--- src/hdl/isod_pkg.sv ---
`timescale 1ns / 1ps
// ----------------------------------------------------------------------------
// isod_pkg
// Shared types, constants and panel flag helpers for the orientation detector
// ----------------------------------------------------------------------------
package isod_pkg;

    // configuration port
    localparam int CFG_AW     = 5;
    localparam int CFG_DW     = 32;
    localparam int CFG_IDX_W  = 3;

    localparam logic [CFG_IDX_W-1:0] REG_BASE_ORIENT = 3'd0;
    localparam logic [CFG_IDX_W-1:0] REG_AXIS_MAP    = 3'd1;
    localparam logic [CFG_IDX_W-1:0] REG_TILT_OFFSET = 3'd2;
    localparam logic [CFG_IDX_W-1:0] REG_MIN_PLANE   = 3'd3;
    localparam logic [CFG_IDX_W-1:0] REG_SPIN_THR    = 3'd4;
    localparam logic [CFG_IDX_W-1:0] REG_STABLE      = 3'd5;

    // item commands
    localparam logic CMD_SAMPLE = 1'b0;
    localparam logic CMD_APPLY  = 1'b1;

    // shared multiply-accumulate widths
    localparam int MAC_A_W = 33;
    localparam int MAC_B_W = 17;
    localparam int PROD_W  = MAC_A_W + MAC_B_W;
    localparam int ACC_W   = 42;

    // flat test: 10000*az^2 > 5184*s reduces to 301*az^2 > 324*(ax^2 + ay^2)
    localparam logic signed [MAC_B_W-1:0] FLAT_K_Z  = 17'sd301;
    localparam logic signed [MAC_B_W-1:0] FLAT_K_XY = 17'sd324;
    localparam logic [32:0]               FLAT_MIN_SQ = 33'd9000000;
    localparam logic signed [15:0]        GZ_LIMIT    = 16'sd30000;

    typedef struct packed {
        logic [2:0]  base_orientation;
        logic [2:0]  axis_map;
        logic [1:0]  tilt_offset_quarters;
        logic [15:0] min_in_plane;
        logic [29:0] spin_threshold;
        logic [3:0]  stable_needed;
    } t_cfg;

    localparam t_cfg CFG_RST = '{
        base_orientation:     3'd0,
        axis_map:             3'd0,
        tilt_offset_quarters: 2'd0,
        min_in_plane:         16'd2800,
        spin_threshold:       30'd120000,
        stable_needed:        4'd3
    };

    typedef enum logic [1:0] {
        MAC_NOP,
        MAC_LOAD,
        MAC_ADD,
        MAC_SUB
    } t_mac_op;

    typedef struct packed {
        t_mac_op                     op;
        logic signed [MAC_A_W-1:0]   a;
        logic signed [MAC_B_W-1:0]   b;
    } t_mac_req;

    typedef enum logic [3:0] {
        ST_IDLE,
        ST_SQ_X,
        ST_SQ_Y,
        ST_SQ_Z,
        ST_GET_SXY,
        ST_GET_SZ,
        ST_MUL_B,
        ST_WAIT_A,
        ST_EVAL,
        ST_GYRO_WAIT,
        ST_SPIN_ADD,
        ST_SPIN_CMP,
        ST_DEBOUNCE,
        ST_APPLY,
        ST_DONE
    } t_state;

    typedef struct packed {
        logic signed [1:0] a;
        logic signed [1:0] b;
        logic signed [1:0] c;
        logic signed [1:0] d;
    } t_mat;

    function automatic t_mat flags_matrix(logic [2:0] f);
        logic signed [1:0] xx;
        logic signed [1:0] xy;
        logic signed [1:0] yx;
        logic signed [1:0] yy;
        logic signed [1:0] t;
        t_mat m;
        xx = 2'sd1;
        xy = 2'sd0;
        yx = 2'sd0;
        yy = 2'sd1;
        if (f[0]) begin
            t  = xx;
            xx = yx;
            yx = t;
            t  = xy;
            xy = yy;
            yy = t;
        end
        if (f[1]) begin
            xx = -xx;
            xy = -xy;
        end
        if (f[2]) begin
            yx = -yx;
            yy = -yy;
        end
        m.a = xx;
        m.b = yx;
        m.c = xy;
        m.d = yy;
        return m;
    endfunction

    function automatic logic [2:0] rot_flags(logic [1:0] rot);
        logic [2:0] f;
        case (rot)
            2'd0:    f = 3'd0;
            2'd1:    f = 3'd3;
            2'd2:    f = 3'd6;
            default: f = 3'd5;
        endcase
        return f;
    endfunction

    // panel flags of rotation matrix times base matrix
    function automatic logic [2:0] combined_flags(logic [1:0] rot, logic [2:0] base);
        t_mat r;
        t_mat b;
        t_mat q;
        int pa;
        int pb;
        int pc;
        int pd;
        logic [2:0] res;
        logic found;
        r = flags_matrix(rot_flags(rot));
        b = flags_matrix(base);
        pa = int'(r.a) * int'(b.a) + int'(r.b) * int'(b.c);
        pb = int'(r.a) * int'(b.b) + int'(r.b) * int'(b.d);
        pc = int'(r.c) * int'(b.a) + int'(r.d) * int'(b.c);
        pd = int'(r.c) * int'(b.b) + int'(r.d) * int'(b.d);
        res   = base;
        found = 1'b0;
        for (int f = 0; f < 8; f++) begin
            q = flags_matrix(3'(f));
            if (!found && int'(q.a) == pa && int'(q.b) == pb &&
                int'(q.c) == pc && int'(q.d) == pd) begin
                res   = 3'(f);
                found = 1'b1;
            end
        end
        return res;
    endfunction

endpackage

--- src/hdl/isod_if.sv ---
`timescale 1ns / 1ps
// ----------------------------------------------------------------------------
// isod_if
// Valid/ready channels for sensor items and orientation results
// ----------------------------------------------------------------------------
interface isod_smp_if;
    logic               valid;
    logic               ready;
    logic               cmd;
    logic signed [15:0] accel_x;
    logic signed [15:0] accel_y;
    logic signed [15:0] accel_z;
    logic signed [15:0] gyro_z;
    logic               sample_ok;
    logic [9:0]         step_ms;
    logic [1:0]         apply_rotation;

    modport source (
        output valid, cmd, accel_x, accel_y, accel_z, gyro_z, sample_ok, step_ms,
               apply_rotation,
        input  ready
    );
    modport sink (
        input  valid, cmd, accel_x, accel_y, accel_z, gyro_z, sample_ok, step_ms,
               apply_rotation,
        output ready
    );
endinterface

interface isod_res_if;
    logic       valid;
    logic       ready;
    logic [1:0] rotation;
    logic       change_proposed;
    logic       swap_xy;
    logic       flip_x;
    logic       flip_y;

    modport source (
        output valid, rotation, change_proposed, swap_xy, flip_x, flip_y,
        input  ready
    );
    modport sink (
        input  valid, rotation, change_proposed, swap_xy, flip_x, flip_y,
        output ready
    );
endinterface

--- src/hdl/isod_cfg.sv ---
`timescale 1ns / 1ps
// ----------------------------------------------------------------------------
// isod_cfg
// APB register file holding the detector configuration
// ----------------------------------------------------------------------------
module isod_cfg (
    input  logic                       i_clk,
    input  logic                       i_rst_n,
    input  logic                       psel,
    input  logic                       penable,
    input  logic                       pwrite,
    input  logic [isod_pkg::CFG_AW-1:0] paddr,
    input  logic [isod_pkg::CFG_DW-1:0] pwdata,
    output logic [isod_pkg::CFG_DW-1:0] prdata,
    output logic                       pready,
    output isod_pkg::t_cfg             o_cfg
);
    import isod_pkg::*;

    t_cfg                 r_cfg;
    logic [CFG_IDX_W-1:0] w_idx;
    logic                 w_wr;

    assign w_idx  = paddr[CFG_AW-1:2];
    assign w_wr   = psel && penable && pwrite;
    assign pready = 1'b1;
    assign o_cfg  = r_cfg;

    always_ff @(posedge i_clk) begin
        if (!i_rst_n) begin
            r_cfg <= CFG_RST;
        end else if (w_wr) begin
            case (w_idx)
                REG_BASE_ORIENT: r_cfg.base_orientation     <= pwdata[2:0];
                REG_AXIS_MAP:    r_cfg.axis_map             <= pwdata[2:0];
                REG_TILT_OFFSET: r_cfg.tilt_offset_quarters <= pwdata[1:0];
                REG_MIN_PLANE:   r_cfg.min_in_plane         <= pwdata[15:0];
                REG_SPIN_THR:    r_cfg.spin_threshold       <= pwdata[29:0];
                REG_STABLE:      r_cfg.stable_needed        <= pwdata[3:0];
                default: ;
            endcase
        end
    end

    always_comb begin
        case (w_idx)
            REG_BASE_ORIENT: prdata = {29'd0, r_cfg.base_orientation};
            REG_AXIS_MAP:    prdata = {29'd0, r_cfg.axis_map};
            REG_TILT_OFFSET: prdata = {30'd0, r_cfg.tilt_offset_quarters};
            REG_MIN_PLANE:   prdata = {16'd0, r_cfg.min_in_plane};
            REG_SPIN_THR:    prdata = {2'd0, r_cfg.spin_threshold};
            REG_STABLE:      prdata = {28'd0, r_cfg.stable_needed};
            default:         prdata = '0;
        endcase
    end

endmodule

--- src/hdl/isod_mac.sv ---
`timescale 1ns / 1ps
// ----------------------------------------------------------------------------
// isod_mac
// Shared signed multiply-accumulate, product registered before accumulation
// ----------------------------------------------------------------------------
module isod_mac (
    input  logic                                    i_clk,
    input  logic                                    i_rst_n,
    input  isod_pkg::t_mac_req                      i_req,
    output logic signed [isod_pkg::ACC_W-1:0]       o_acc
);
    import isod_pkg::*;

    t_mac_op                   r_op;
    logic signed [PROD_W-1:0]  r_prod;
    logic signed [ACC_W-1:0]   r_acc;
    logic signed [ACC_W-1:0]   w_prod;

    assign w_prod = r_prod[ACC_W-1:0];
    assign o_acc  = r_acc;

    always_ff @(posedge i_clk) begin
        r_prod <= i_req.a * i_req.b;
    end

    always_ff @(posedge i_clk) begin
        if (!i_rst_n) begin
            r_op  <= MAC_NOP;
            r_acc <= '0;
        end else begin
            r_op <= i_req.op;
            case (r_op)
                MAC_LOAD: r_acc <= w_prod;
                MAC_ADD:  r_acc <= r_acc + w_prod;
                MAC_SUB:  r_acc <= r_acc - w_prod;
                default:  r_acc <= r_acc;
            endcase
        end
    end

endmodule

--- src/hdl/imu_screen_orientation_detector_core.sv ---
`timescale 1ns / 1ps
// ----------------------------------------------------------------------------
// imu_screen_orientation_detector_core
// Screen orientation detector: flat-spin integration, tilt sectors, debounce
// ----------------------------------------------------------------------------
// The block takes one item at a time. A sensor sample passes through the
// squaring and flat-test states and then the spin states or the tilt path,
// an apply item goes through its apply state and an ignored sample goes
// straight to the done state; the result is loaded into an output register
// when the work ends and a new item may be taken while it waits, but an item
// that finishes while the previous result is still held waits in its last
// state until that result is taken. The work is done by one shared 33x17
// multiply-accumulate, product registered before accumulation, which forms
// the three squares, the two flat-test products and the gyro rate times step
// in sequence. No clearing pass follows reset.
// ----------------------------------------------------------------------------
module imu_screen_orientation_detector_core (
    input  logic                        i_clk,
    input  logic                        i_rst_n,
    isod_smp_if.sink                    i_smp,
    isod_res_if.source                  o_res,
    input  logic                        psel,
    input  logic                        penable,
    input  logic                        pwrite,
    input  logic [isod_pkg::CFG_AW-1:0] paddr,
    input  logic [isod_pkg::CFG_DW-1:0] pwdata,
    output logic [isod_pkg::CFG_DW-1:0] prdata,
    output logic                        pready
);
    import isod_pkg::*;

    t_cfg                     w_cfg;
    t_mac_req                 w_req;
    logic signed [ACC_W-1:0]  w_acc;

    t_state r_state;
    t_state n_state;

    // item registers
    logic               r_cmd;
    logic signed [15:0] r_ax;
    logic signed [15:0] r_ay;
    logic signed [15:0] r_az;
    logic signed [15:0] r_gz;
    logic [9:0]         r_ms;
    logic [1:0]         r_apply_rot;

    logic [31:0] r_sxy;
    logic [30:0] r_sz;

    // detector state
    logic [1:0]  r_committed;
    logic [1:0]  n_committed;
    logic [1:0]  r_cand;
    logic [1:0]  n_cand;
    logic [3:0]  r_cnt;
    logic [3:0]  n_cnt;
    logic [31:0] r_spin;
    logic [31:0] n_spin;
    logic [1:0]  r_det;
    logic [1:0]  n_det;
    logic [1:0]  r_res_rot;
    logic [1:0]  n_res_rot;
    logic        r_res_prop;
    logic        n_res_prop;

    // output register
    logic       r_out_valid;
    logic       n_out_valid;
    logic [1:0] r_out_rot;
    logic       r_out_prop;
    logic [2:0] r_out_flags;

    logic w_in_xfer;
    logic w_out_load;
    logic w_flat;
    logic w_gz_ok;
    logic w_spin_gt;
    logic w_spin_lt;
    logic [32:0] w_sum;
    logic [3:0]  w_cnt_inc;

    logic signed [17:0] w_mx;
    logic signed [17:0] w_my;
    logic signed [17:0] w_tx;
    logic signed [17:0] w_ty;
    logic [17:0]        w_abs_x;
    logic [17:0]        w_abs_y;
    logic [1:0]         w_sector;
    logic [1:0]         w_tilt_det;
    logic signed [32:0] w_spin_s;
    logic signed [32:0] w_thr;

    isod_cfg u_cfg (
        .i_clk   (i_clk),
        .i_rst_n (i_rst_n),
        .psel    (psel),
        .penable (penable),
        .pwrite  (pwrite),
        .paddr   (paddr),
        .pwdata  (pwdata),
        .prdata  (prdata),
        .pready  (pready),
        .o_cfg   (w_cfg)
    );

    isod_mac u_mac (
        .i_clk   (i_clk),
        .i_rst_n (i_rst_n),
        .i_req   (w_req),
        .o_acc   (w_acc)
    );

    assign i_smp.ready = (r_state == ST_IDLE);
    assign w_in_xfer   = i_smp.valid && (r_state == ST_IDLE);
    assign w_out_load  = (r_state == ST_DONE) && (!r_out_valid || o_res.ready);

    assign o_res.valid           = r_out_valid;
    assign o_res.rotation        = r_out_rot;
    assign o_res.change_proposed = r_out_prop;
    assign o_res.swap_xy         = r_out_flags[0];
    assign o_res.flip_x          = r_out_flags[1];
    assign o_res.flip_y          = r_out_flags[2];

    // flat test
    assign w_sum  = {1'b0, r_sxy} + {2'b0, r_sz};
    assign w_flat = (w_sum >= FLAT_MIN_SQ) && !w_acc[ACC_W-1] && (w_acc != '0);
    assign w_gz_ok = (r_gz > -GZ_LIMIT) && (r_gz < GZ_LIMIT);

    // spin threshold
    assign w_spin_s  = $signed({r_spin[31], r_spin});
    assign w_thr     = $signed({3'b000, w_cfg.spin_threshold});
    assign w_spin_gt = w_spin_s > w_thr;
    assign w_spin_lt = w_spin_s < -w_thr;

    // tilt sector after axis mapping
    always_comb begin
        w_mx = $signed({{2{r_ax[15]}}, r_ax});
        w_my = $signed({{2{r_ay[15]}}, r_ay});
        if (w_cfg.axis_map[0]) begin
            w_mx = -w_mx;
        end
        if (w_cfg.axis_map[1]) begin
            w_my = -w_my;
        end
        if (w_cfg.axis_map[2]) begin
            w_tx = w_my;
            w_ty = w_mx;
        end else begin
            w_tx = w_mx;
            w_ty = w_my;
        end
        w_abs_x = w_tx[17] ? $unsigned(-w_tx) : $unsigned(w_tx);
        w_abs_y = w_ty[17] ? $unsigned(-w_ty) : $unsigned(w_ty);

        if (w_tx == '0 && w_ty == '0) begin
            w_sector = 2'd0;
        end else if (w_ty > 0 && -w_ty <= w_tx && w_tx < w_ty) begin
            w_sector = 2'd0;
        end else if (w_tx > 0 && -w_tx < w_ty && w_ty <= w_tx) begin
            w_sector = 2'd1;
        end else if (w_tx < 0 && w_tx <= w_ty && w_ty < -w_tx) begin
            w_sector = 2'd3;
        end else begin
            w_sector = 2'd2;
        end

        if (w_abs_x < {2'b00, w_cfg.min_in_plane} &&
            w_abs_y < {2'b00, w_cfg.min_in_plane}) begin
            w_tilt_det = r_committed;
        end else begin
            w_tilt_det = w_sector + w_cfg.tilt_offset_quarters;
        end
    end

    // next state
    always_comb begin
        n_state = r_state;
        case (r_state)
            ST_IDLE: begin
                if (w_in_xfer) begin
                    if (i_smp.cmd == CMD_APPLY) begin
                        n_state = ST_APPLY;
                    end else if (i_smp.sample_ok && i_smp.step_ms != '0) begin
                        n_state = ST_SQ_X;
                    end else begin
                        n_state = ST_DONE;
                    end
                end
            end
            ST_SQ_X:      n_state = ST_SQ_Y;
            ST_SQ_Y:      n_state = ST_SQ_Z;
            ST_SQ_Z:      n_state = ST_GET_SXY;
            ST_GET_SXY:   n_state = ST_GET_SZ;
            ST_GET_SZ:    n_state = ST_MUL_B;
            ST_MUL_B:     n_state = ST_WAIT_A;
            ST_WAIT_A:    n_state = ST_EVAL;
            ST_EVAL:      n_state = w_flat ? ST_GYRO_WAIT : ST_DEBOUNCE;
            ST_GYRO_WAIT: n_state = ST_SPIN_ADD;
            ST_SPIN_ADD:  n_state = ST_SPIN_CMP;
            ST_SPIN_CMP:  n_state = ST_DEBOUNCE;
            ST_DEBOUNCE:  n_state = ST_DONE;
            ST_APPLY:     n_state = ST_DONE;
            ST_DONE: begin
                if (w_out_load) begin
                    n_state = ST_IDLE;
                end
            end
            default:      n_state = ST_IDLE;
        endcase
    end

    // multiplier requests
    always_comb begin
        w_req.op = MAC_NOP;
        w_req.a  = '0;
        w_req.b  = '0;
        case (r_state)
            ST_SQ_X: begin
                w_req.op = MAC_LOAD;
                w_req.a  = $signed({{17{r_ax[15]}}, r_ax});
                w_req.b  = $signed({r_ax[15], r_ax});
            end
            ST_SQ_Y: begin
                w_req.op = MAC_ADD;
                w_req.a  = $signed({{17{r_ay[15]}}, r_ay});
                w_req.b  = $signed({r_ay[15], r_ay});
            end
            ST_SQ_Z: begin
                w_req.op = MAC_LOAD;
                w_req.a  = $signed({{17{r_az[15]}}, r_az});
                w_req.b  = $signed({r_az[15], r_az});
            end
            ST_GET_SZ: begin
                w_req.op = MAC_LOAD;
                w_req.a  = w_acc[MAC_A_W-1:0];
                w_req.b  = FLAT_K_Z;
            end
            ST_MUL_B: begin
                w_req.op = MAC_SUB;
                w_req.a  = $signed({1'b0, r_sxy});
                w_req.b  = FLAT_K_XY;
            end
            ST_EVAL: begin
                w_req.op = MAC_LOAD;
                w_req.a  = w_gz_ok ? $signed({{17{r_gz[15]}}, r_gz}) : '0;
                w_req.b  = $signed({7'd0, r_ms});
            end
            default: ;
        endcase
    end

    // detector datapath
    assign w_cnt_inc = (r_cnt == 4'd15) ? r_cnt : r_cnt + 4'd1;

    always_comb begin
        n_committed = r_committed;
        n_cand      = r_cand;
        n_cnt       = r_cnt;
        n_spin      = r_spin;
        n_det       = r_det;
        n_res_rot   = r_res_rot;
        n_res_prop  = r_res_prop;
        case (r_state)
            ST_IDLE: begin
                if (w_in_xfer) begin
                    n_res_rot  = r_committed;
                    n_res_prop = 1'b0;
                end
            end
            ST_EVAL: begin
                if (!w_flat) begin
                    n_spin = '0;
                    n_det  = w_tilt_det;
                end
            end
            ST_SPIN_ADD: begin
                n_spin = r_spin + w_acc[31:0];
            end
            ST_SPIN_CMP: begin
                if (w_spin_gt) begin
                    n_spin = '0;
                    n_det  = r_committed + 2'd1;
                end else if (w_spin_lt) begin
                    n_spin = '0;
                    n_det  = r_committed + 2'd3;
                end else begin
                    n_det  = r_committed;
                end
            end
            ST_DEBOUNCE: begin
                if (r_det == r_cand) begin
                    n_cnt = w_cnt_inc;
                end else begin
                    n_cand = r_det;
                    n_cnt  = 4'd1;
                end
                if (n_cnt >= w_cfg.stable_needed && r_det != r_committed) begin
                    n_cnt      = 4'd0;
                    n_res_rot  = r_det;
                    n_res_prop = 1'b1;
                end else begin
                    n_res_rot  = r_committed;
                    n_res_prop = 1'b0;
                end
            end
            ST_APPLY: begin
                n_res_rot  = r_apply_rot;
                n_res_prop = 1'b0;
                if (r_apply_rot != r_committed) begin
                    n_committed = r_apply_rot;
                    n_cand      = r_apply_rot;
                    n_cnt       = 4'd0;
                end
            end
            default: ;
        endcase
    end

    always_comb begin
        n_out_valid = r_out_valid;
        if (w_out_load) begin
            n_out_valid = 1'b1;
        end else if (o_res.ready) begin
            n_out_valid = 1'b0;
        end
    end

    always_ff @(posedge i_clk) begin
        if (!i_rst_n) begin
            r_state     <= ST_IDLE;
            r_out_valid <= 1'b0;
            r_committed <= '0;
            r_cand      <= '0;
            r_cnt       <= '0;
            r_spin      <= '0;
        end else begin
            r_state     <= n_state;
            r_out_valid <= n_out_valid;
            r_committed <= n_committed;
            r_cand      <= n_cand;
            r_cnt       <= n_cnt;
            r_spin      <= n_spin;
        end
    end

    always_ff @(posedge i_clk) begin
        r_det      <= n_det;
        r_res_rot  <= n_res_rot;
        r_res_prop <= n_res_prop;
        if (w_in_xfer) begin
            r_cmd       <= i_smp.cmd;
            r_ax        <= i_smp.accel_x;
            r_ay        <= i_smp.accel_y;
            r_az        <= i_smp.accel_z;
            r_gz        <= i_smp.gyro_z;
            r_ms        <= i_smp.step_ms;
            r_apply_rot <= i_smp.apply_rotation;
        end
        if (r_state == ST_GET_SXY) begin
            r_sxy <= w_acc[31:0];
        end
        if (r_state == ST_GET_SZ) begin
            r_sz <= w_acc[30:0];
        end
        if (w_out_load) begin
            r_out_rot   <= r_res_rot;
            r_out_prop  <= r_res_prop && (r_cmd == CMD_SAMPLE);
            r_out_flags <= combined_flags(r_res_rot, w_cfg.base_orientation);
        end
    end

    // checks
    a_busy_after_xfer: assert property (
        @(posedge i_clk) disable iff (!i_rst_n)
        (i_smp.valid && i_smp.ready) |=> !i_smp.ready
    ) else $error("input accepted while an item is in flight");

    a_tilt_clears_spin: assert property (
        @(posedge i_clk) disable iff (!i_rst_n)
        (r_state == ST_EVAL && !w_flat) |=> (r_spin == '0)
    ) else $error("spin accumulator kept on tilt path");

    a_eval_order: assert property (
        @(posedge i_clk) disable iff (!i_rst_n)
        (r_state == ST_EVAL) |-> ($past(r_state) == ST_WAIT_A)
    ) else $error("flat test evaluated before products settled");

endmodule
--- src/flat_wrapper.sv ---
// flat-port wrapper written by rule: the top's interface ports become plain ports
module imu_screen_orientation_detector_core_flat import isod_pkg::*;
  (i_clk, i_rst_n, psel, penable, pwrite, paddr, pwdata, prdata, pready, i_smp_valid, i_smp_cmd, i_smp_accel_x, i_smp_accel_y, i_smp_accel_z, i_smp_gyro_z, i_smp_sample_ok, i_smp_step_ms, i_smp_apply_rotation, i_smp_ready, o_res_valid, o_res_rotation, o_res_change_proposed, o_res_swap_xy, o_res_flip_x, o_res_flip_y, o_res_ready);
  isod_smp_if i_smp_i ();
  isod_res_if o_res_i ();
  input  logic i_clk;
  input  logic i_rst_n;
  input  logic psel;
  input  logic penable;
  input  logic pwrite;
  input  logic [isod_pkg::CFG_AW-1:0] paddr;
  input  logic [isod_pkg::CFG_DW-1:0] pwdata;
  output logic [isod_pkg::CFG_DW-1:0] prdata;
  output logic pready;
  input wire logic [$bits(i_smp_i.valid)-1:0] i_smp_valid;
  input wire logic [$bits(i_smp_i.cmd)-1:0] i_smp_cmd;
  input wire logic [$bits(i_smp_i.accel_x)-1:0] i_smp_accel_x;
  input wire logic [$bits(i_smp_i.accel_y)-1:0] i_smp_accel_y;
  input wire logic [$bits(i_smp_i.accel_z)-1:0] i_smp_accel_z;
  input wire logic [$bits(i_smp_i.gyro_z)-1:0] i_smp_gyro_z;
  input wire logic [$bits(i_smp_i.sample_ok)-1:0] i_smp_sample_ok;
  input wire logic [$bits(i_smp_i.step_ms)-1:0] i_smp_step_ms;
  input wire logic [$bits(i_smp_i.apply_rotation)-1:0] i_smp_apply_rotation;
  output wire logic [$bits(i_smp_i.ready)-1:0] i_smp_ready;
  output wire logic [$bits(o_res_i.valid)-1:0] o_res_valid;
  output wire logic [$bits(o_res_i.rotation)-1:0] o_res_rotation;
  output wire logic [$bits(o_res_i.change_proposed)-1:0] o_res_change_proposed;
  output wire logic [$bits(o_res_i.swap_xy)-1:0] o_res_swap_xy;
  output wire logic [$bits(o_res_i.flip_x)-1:0] o_res_flip_x;
  output wire logic [$bits(o_res_i.flip_y)-1:0] o_res_flip_y;
  input wire logic [$bits(o_res_i.ready)-1:0] o_res_ready;
  assign i_smp_i.valid = i_smp_valid;
  assign i_smp_i.cmd = i_smp_cmd;
  assign i_smp_i.accel_x = i_smp_accel_x;
  assign i_smp_i.accel_y = i_smp_accel_y;
  assign i_smp_i.accel_z = i_smp_accel_z;
  assign i_smp_i.gyro_z = i_smp_gyro_z;
  assign i_smp_i.sample_ok = i_smp_sample_ok;
  assign i_smp_i.step_ms = i_smp_step_ms;
  assign i_smp_i.apply_rotation = i_smp_apply_rotation;
  assign i_smp_ready = i_smp_i.ready;
  assign o_res_valid = o_res_i.valid;
  assign o_res_rotation = o_res_i.rotation;
  assign o_res_change_proposed = o_res_i.change_proposed;
  assign o_res_swap_xy = o_res_i.swap_xy;
  assign o_res_flip_x = o_res_i.flip_x;
  assign o_res_flip_y = o_res_i.flip_y;
  assign o_res_i.ready = o_res_ready;
  imu_screen_orientation_detector_core u_core (.i_clk(i_clk), .i_rst_n(i_rst_n), .i_smp(i_smp_i), .o_res(o_res_i), .psel(psel), .penable(penable), .pwrite(pwrite), .paddr(paddr), .pwdata(pwdata), .prdata(prdata), .pready(pready));
endmodule
--- config.mk ---
export PLATFORM = sky130hd
export DESIGN_NAME = imu_screen_orientation_detector_core_flat
export DESIGN_NICKNAME = d
export VERILOG_FILES = /design/src/hdl/isod_pkg.sv /design/src/hdl/isod_if.sv /design/src/hdl/isod_cfg.sv /design/src/hdl/isod_mac.sv /design/src/hdl/imu_screen_orientation_detector_core.sv /design/src/flat_wrapper.sv
export SDC_FILE = /design/constraint.sdc
export NUM_CORES = 2
export LEC_CHECK = 0
export ABC_AREA = 1
export BUFFER_PORTS_ARGS = -buffer_cell sky130_fd_sc_hd__buf_2
export CAP_MARGIN = 20
export CELL_PAD_IN_SITES_DETAIL_PLACEMENT = 0
export CELL_PAD_IN_SITES_GLOBAL_PLACEMENT = 1
export CORE_ASPECT_RATIO = 1.1
export CORE_UTILIZATION = 35
export CTS_BUF_LIST = sky130_fd_sc_hd__clkbuf_8
export CTS_CLUSTER_DIAMETER = 150
export DETAILED_ROUTE_END_ITERATION = 12
export PLACE_DENSITY = 0.61
export SLEW_MARGIN = 40
export SYNTH_ARGS = -nofsm -noshare
export SYNTH_HDL_FRONTEND = slang
export SYNTH_SLANG_ARGS = --single-unit
--- constraint.sdc ---
create_clock -name i_clk -period 9.2 [get_ports i_clk]
set_input_delay 0.92 -clock i_clk [delete_from_list [all_inputs] [get_ports i_clk]]
set_output_delay 0.92 -clock i_clk [all_outputs]
set_load 0.02 [all_outputs]
==> run_results.csv <==
group,metric,value,unit
finish,drive_above_1_share,7.988,%
min_path,min_path_type,"in2reg",
worst_setup_path,r2r_slack,0.43,ns
logic_synthesis,synth.avg_cell_area,7.376,sq um
place,post-place-ws,0.5744,ns
logic_synthesis,yosysMostFrequentCell,"nand2_1",
global_routing,overflow,0,
finish,syn_to_final_growth,10.53,%
timing,finalSetupTns,0,ns
worst_setup_path,r2r_cells,29,
logic_synthesis,synthFlopType,"dfxtp_1",
die,die_x,350.3,microns
place,place_area,50120,sq um
place,dpl.hpwl,148.9,mm
finish,fillers,14200,
timing,min_period_over_period,95.38,%
outcome,status,"complete, no violations",
clock_tree,path_clk_slew,0.06,ns
global_routing,global_route.usage.met2,45.56,%
pwr,comb_power_share,77.5,%
min_path,holdPathStages,1,
logic_synthesis,netlist_area,46700,sq um
min_path,hold_path_startpoint,"i_smp_gyro_z[5]",
route,ant_nets,0,
route,vias_per_cell,5.061,
route,drc,0,
clock_tree,h-tree-depth,3,
timing,finalMaxSlewViolations,0,
place,globalplace.congestion,0.9890,
die,pin_count,163,
pwr,seqPwrFrac,13.1,%
timing,relSlewSlack,44.32,%
global_routing,antenna_found_initial,6,
worst_setup_path,critPathLaunchType,"flop",
route,wl,175.6,mm
die,coreArea,132400,sq um
die,initial_core_util,35.27,%
clock_tree,clk_latency,0.77,ns
clock_tree,cts_resized,0,
job,maxCapViolCount,0,
pwr,switchingPower,10.88,mW
pwr,p_leak,25.88,nW
die,dieArea,134900,sq um
timing,whs,0.3237,ns
pwr,peakVddDrop,0.5174,mV
pwr,power_switching_share,58.09,%
clock_tree,clockBufferDepth,3,
timing,rsz0062_at_grt,"no",
finish,num-nets-final,7572,
logic_synthesis,synthArstFlopShare,0,%
timing,setup_viol,0,
worst_setup_path,worst_r2r_startpoint,"u_core.r_state[0]$_SDFFE_PN0P_",
route,drtIter0Drc,2530,
timing,worst_pin_slew,0.8321,ns
global_routing,met3_usage,2.851,%
global_routing,grt_usage,26.19,%
pwr,internal-power,7.846,mW
finish,utilization,38.98,%
logic_synthesis,synth.top_cell.area_share,22.12,%
worst_setup_path,timing.rr.end,"u_core.u_mac.r_prod[39]$_DFF_P_",
route,dr.pass1.iters,5,
pwr,power.density,362.7,nW/um^2
worst_setup_path,critPathKind,"reg2reg",
global_routing,grt_max_degree,71,
die,die_y,385.1,microns
worst_setup_path,cp_max_fo,7,
clock_tree,cts_root_buffer,"clkbuf_8",
clock_tree,cts_tree,"built",
logic_synthesis,syn_inst,6332,
logic_synthesis,ys_types,70,
min_path,hold_path_end,"u_core.r_gz[5]$_DFFE_PP_",
worst_setup_path,cp.arrival,9.38,ns
pwr,clockPowerShare,9.4,%
die,num_rows,140,
timing,fin_skew,0.07131,ns
logic_synthesis,synth_edf_count,151,
logic_synthesis,yosysWarnings,0,
clock_tree,post-cts-setup-buffers,0,
route,wl_per_cell,20.97,microns
timing,hold_viol,0,
clock_tree,cts.sinks,340,
finish,fin_area,51620,sq um
logic_synthesis,ys_top_cells_by_count,"nand2_1 (1369), inv_1 (1168), nor2_1 (625)",
logic_synthesis,yosys.area.top_type,"fa_1",
timing,max_freq,0.1140,GHz
logic_synthesis,synth_seq_area_share,17.81,%
global_routing,met1_usage,33.83,%
worst_setup_path,slowest_delay,0.69,ns
place,portBuffers,155,
global_routing,global_route.peak_usage_layer,"met2",
timing,layout_min_cycle_time,8.775,ns
worst_setup_path,critical_path_required,9.80,ns
route,vias,42380,
global_routing,grt_pass1_vias,42710,
logic_synthesis,ys_ff_latch,340,
global_routing,grt_pass1_wl,265.0,mm
clock_tree,cts_hold_buf,0,
worst_setup_path,cp_slowest_cell,"a221oi_1",
worst_setup_path,worstSetupEndpointType,"flop",
timing,fin_ws,0.4253,ns
logic_synthesis,synthTopCellsByArea,"fa_1 (22%), nand2_1 (11%), ha_1 (11%)",
clock_tree,cts_buffers,68,
layer usage:
layer,up-vias,wire [microns]
li1,20610,-
met1,20620,77170
met5,-,11
met4,2,5333
met2,953,85620
met3,194,7432
critical path: cells and delay by family, from the launching register on:
family,cells,cell delay (ns)
DFF,1,0.53
buffers and inverters,4,0.64
adders and majority gates,7,3.58
and+or+nand+nor,13,2.48
AOI/OAI and AO/OA,5,1.42
power groups by stage:
stage | clock network [mW] | logic [mW] | registers, mW
finish | 1.75 | 14.5 | 2.46
global route | 1.87 | 16.1 | 2.48
CTS | 1.81 | 14.8 | 2.45
detailed placement | 0 | 14.7 | 2.48
global placement | 0 | 14.6 | 2.49
floorplan | 0 | 9.41 | 2.28
cells in the final DEF, fill, tap and decap left out, drive strengths merged, types with 30 or more instances in the layout:
cell type,n
fa,516
o22ai,30
inv,1212
nor2,647
nand3,287
xor2,125
nand2,1396
clkbuf,81
nor3,78
buf,275
nor4,53
dfxtp,189
ha,392
xnor2,46
o21ai,314
edfxtp,151
nand4,104
a21oi,391
worst max path at each step:
stage / start / end / slack (ns) / depth (start not counted)
global placement: u_core.r_state[0]$_SDFFE_PN0P_ / u_core.u_mac.r_prod[39]$_DFF_P_ / 0.66 / 29
global route: u_core.r_state[0]$_SDFFE_PN0P_ / u_core.u_mac.r_prod[39]$_DFF_P_ / 0.15 / 30
finish: u_core.r_state[0]$_SDFFE_PN0P_ / u_core.u_mac.r_prod[39]$_DFF_P_ / 0.43 / 29
detailed placement: u_core.r_state[0]$_SDFFE_PN0P_ / u_core.u_mac.r_prod[39]$_DFF_P_ / 0.57 / 29
CTS: u_core.r_state[0]$_SDFFE_PN0P_ / u_core.u_mac.r_prod[39]$_DFF_P_ / 0.55 / 29
floorplan: u_core.r_state[0]$_SDFFE_PN0P_ / u_core.u_mac.r_prod[36]$_DFF_P_ / 1.60 / 30
per-stage QoR:
stage / instances / total power [mW]
finish: 8374 / 18.72
global route: 8373 / 20.49
CTS: 8372 / 19.05
detailed placement: 8247 / 17.22
global placement: 8241 / 17.12
floorplan: 6345 / 11.69
logic make-up after synthesis:
family                     Yosys count  share of synthesized area (%)
and+or+nand+nor                   2622                          23.81
DFF                                340                          17.81
AOI/OAI and AO/OA                  932                          11.37
other                                2                        0.01608
adders and majority gates          908                          32.62
xor gates and xnor gates           172                          3.255
muxes                                2                        0.07233
buffers and inverters             1354                          11.05
layout make-up:
type                       instances  area [sq um]  area share, %
timing repair buffer             275          1717          3.326
multi-input combinational       4651         33350          64.60
clock inverter                    44         367.9         0.7126
tap                             1775          2221          4.302
antenna                            2         5.005       0.009696
sequential                       340          8318          16.11
inverter                        1206          4529          8.774
clock buffer                      81          1115          2.160
sequential cells by signal (all words and copies together), names as in the netlist, 3 cells and up:
name	flops
u_core.r_ms	10
u_core.r_gz	16
u_core.r_ax	16
u_core.r_ay	16
u_core.r_az	16
u_core.r_sxy	32
u_core.r_cnt	4
u_core.u_cfg.o_cfg	58
u_core.r_state	4
u_core.r_spin	32
u_core.u_mac.o_acc	42
u_core.r_sz	31
u_core.u_mac.r_prod	42
u_core.r_out_flags	3
(Power assumes the default switching activity.)
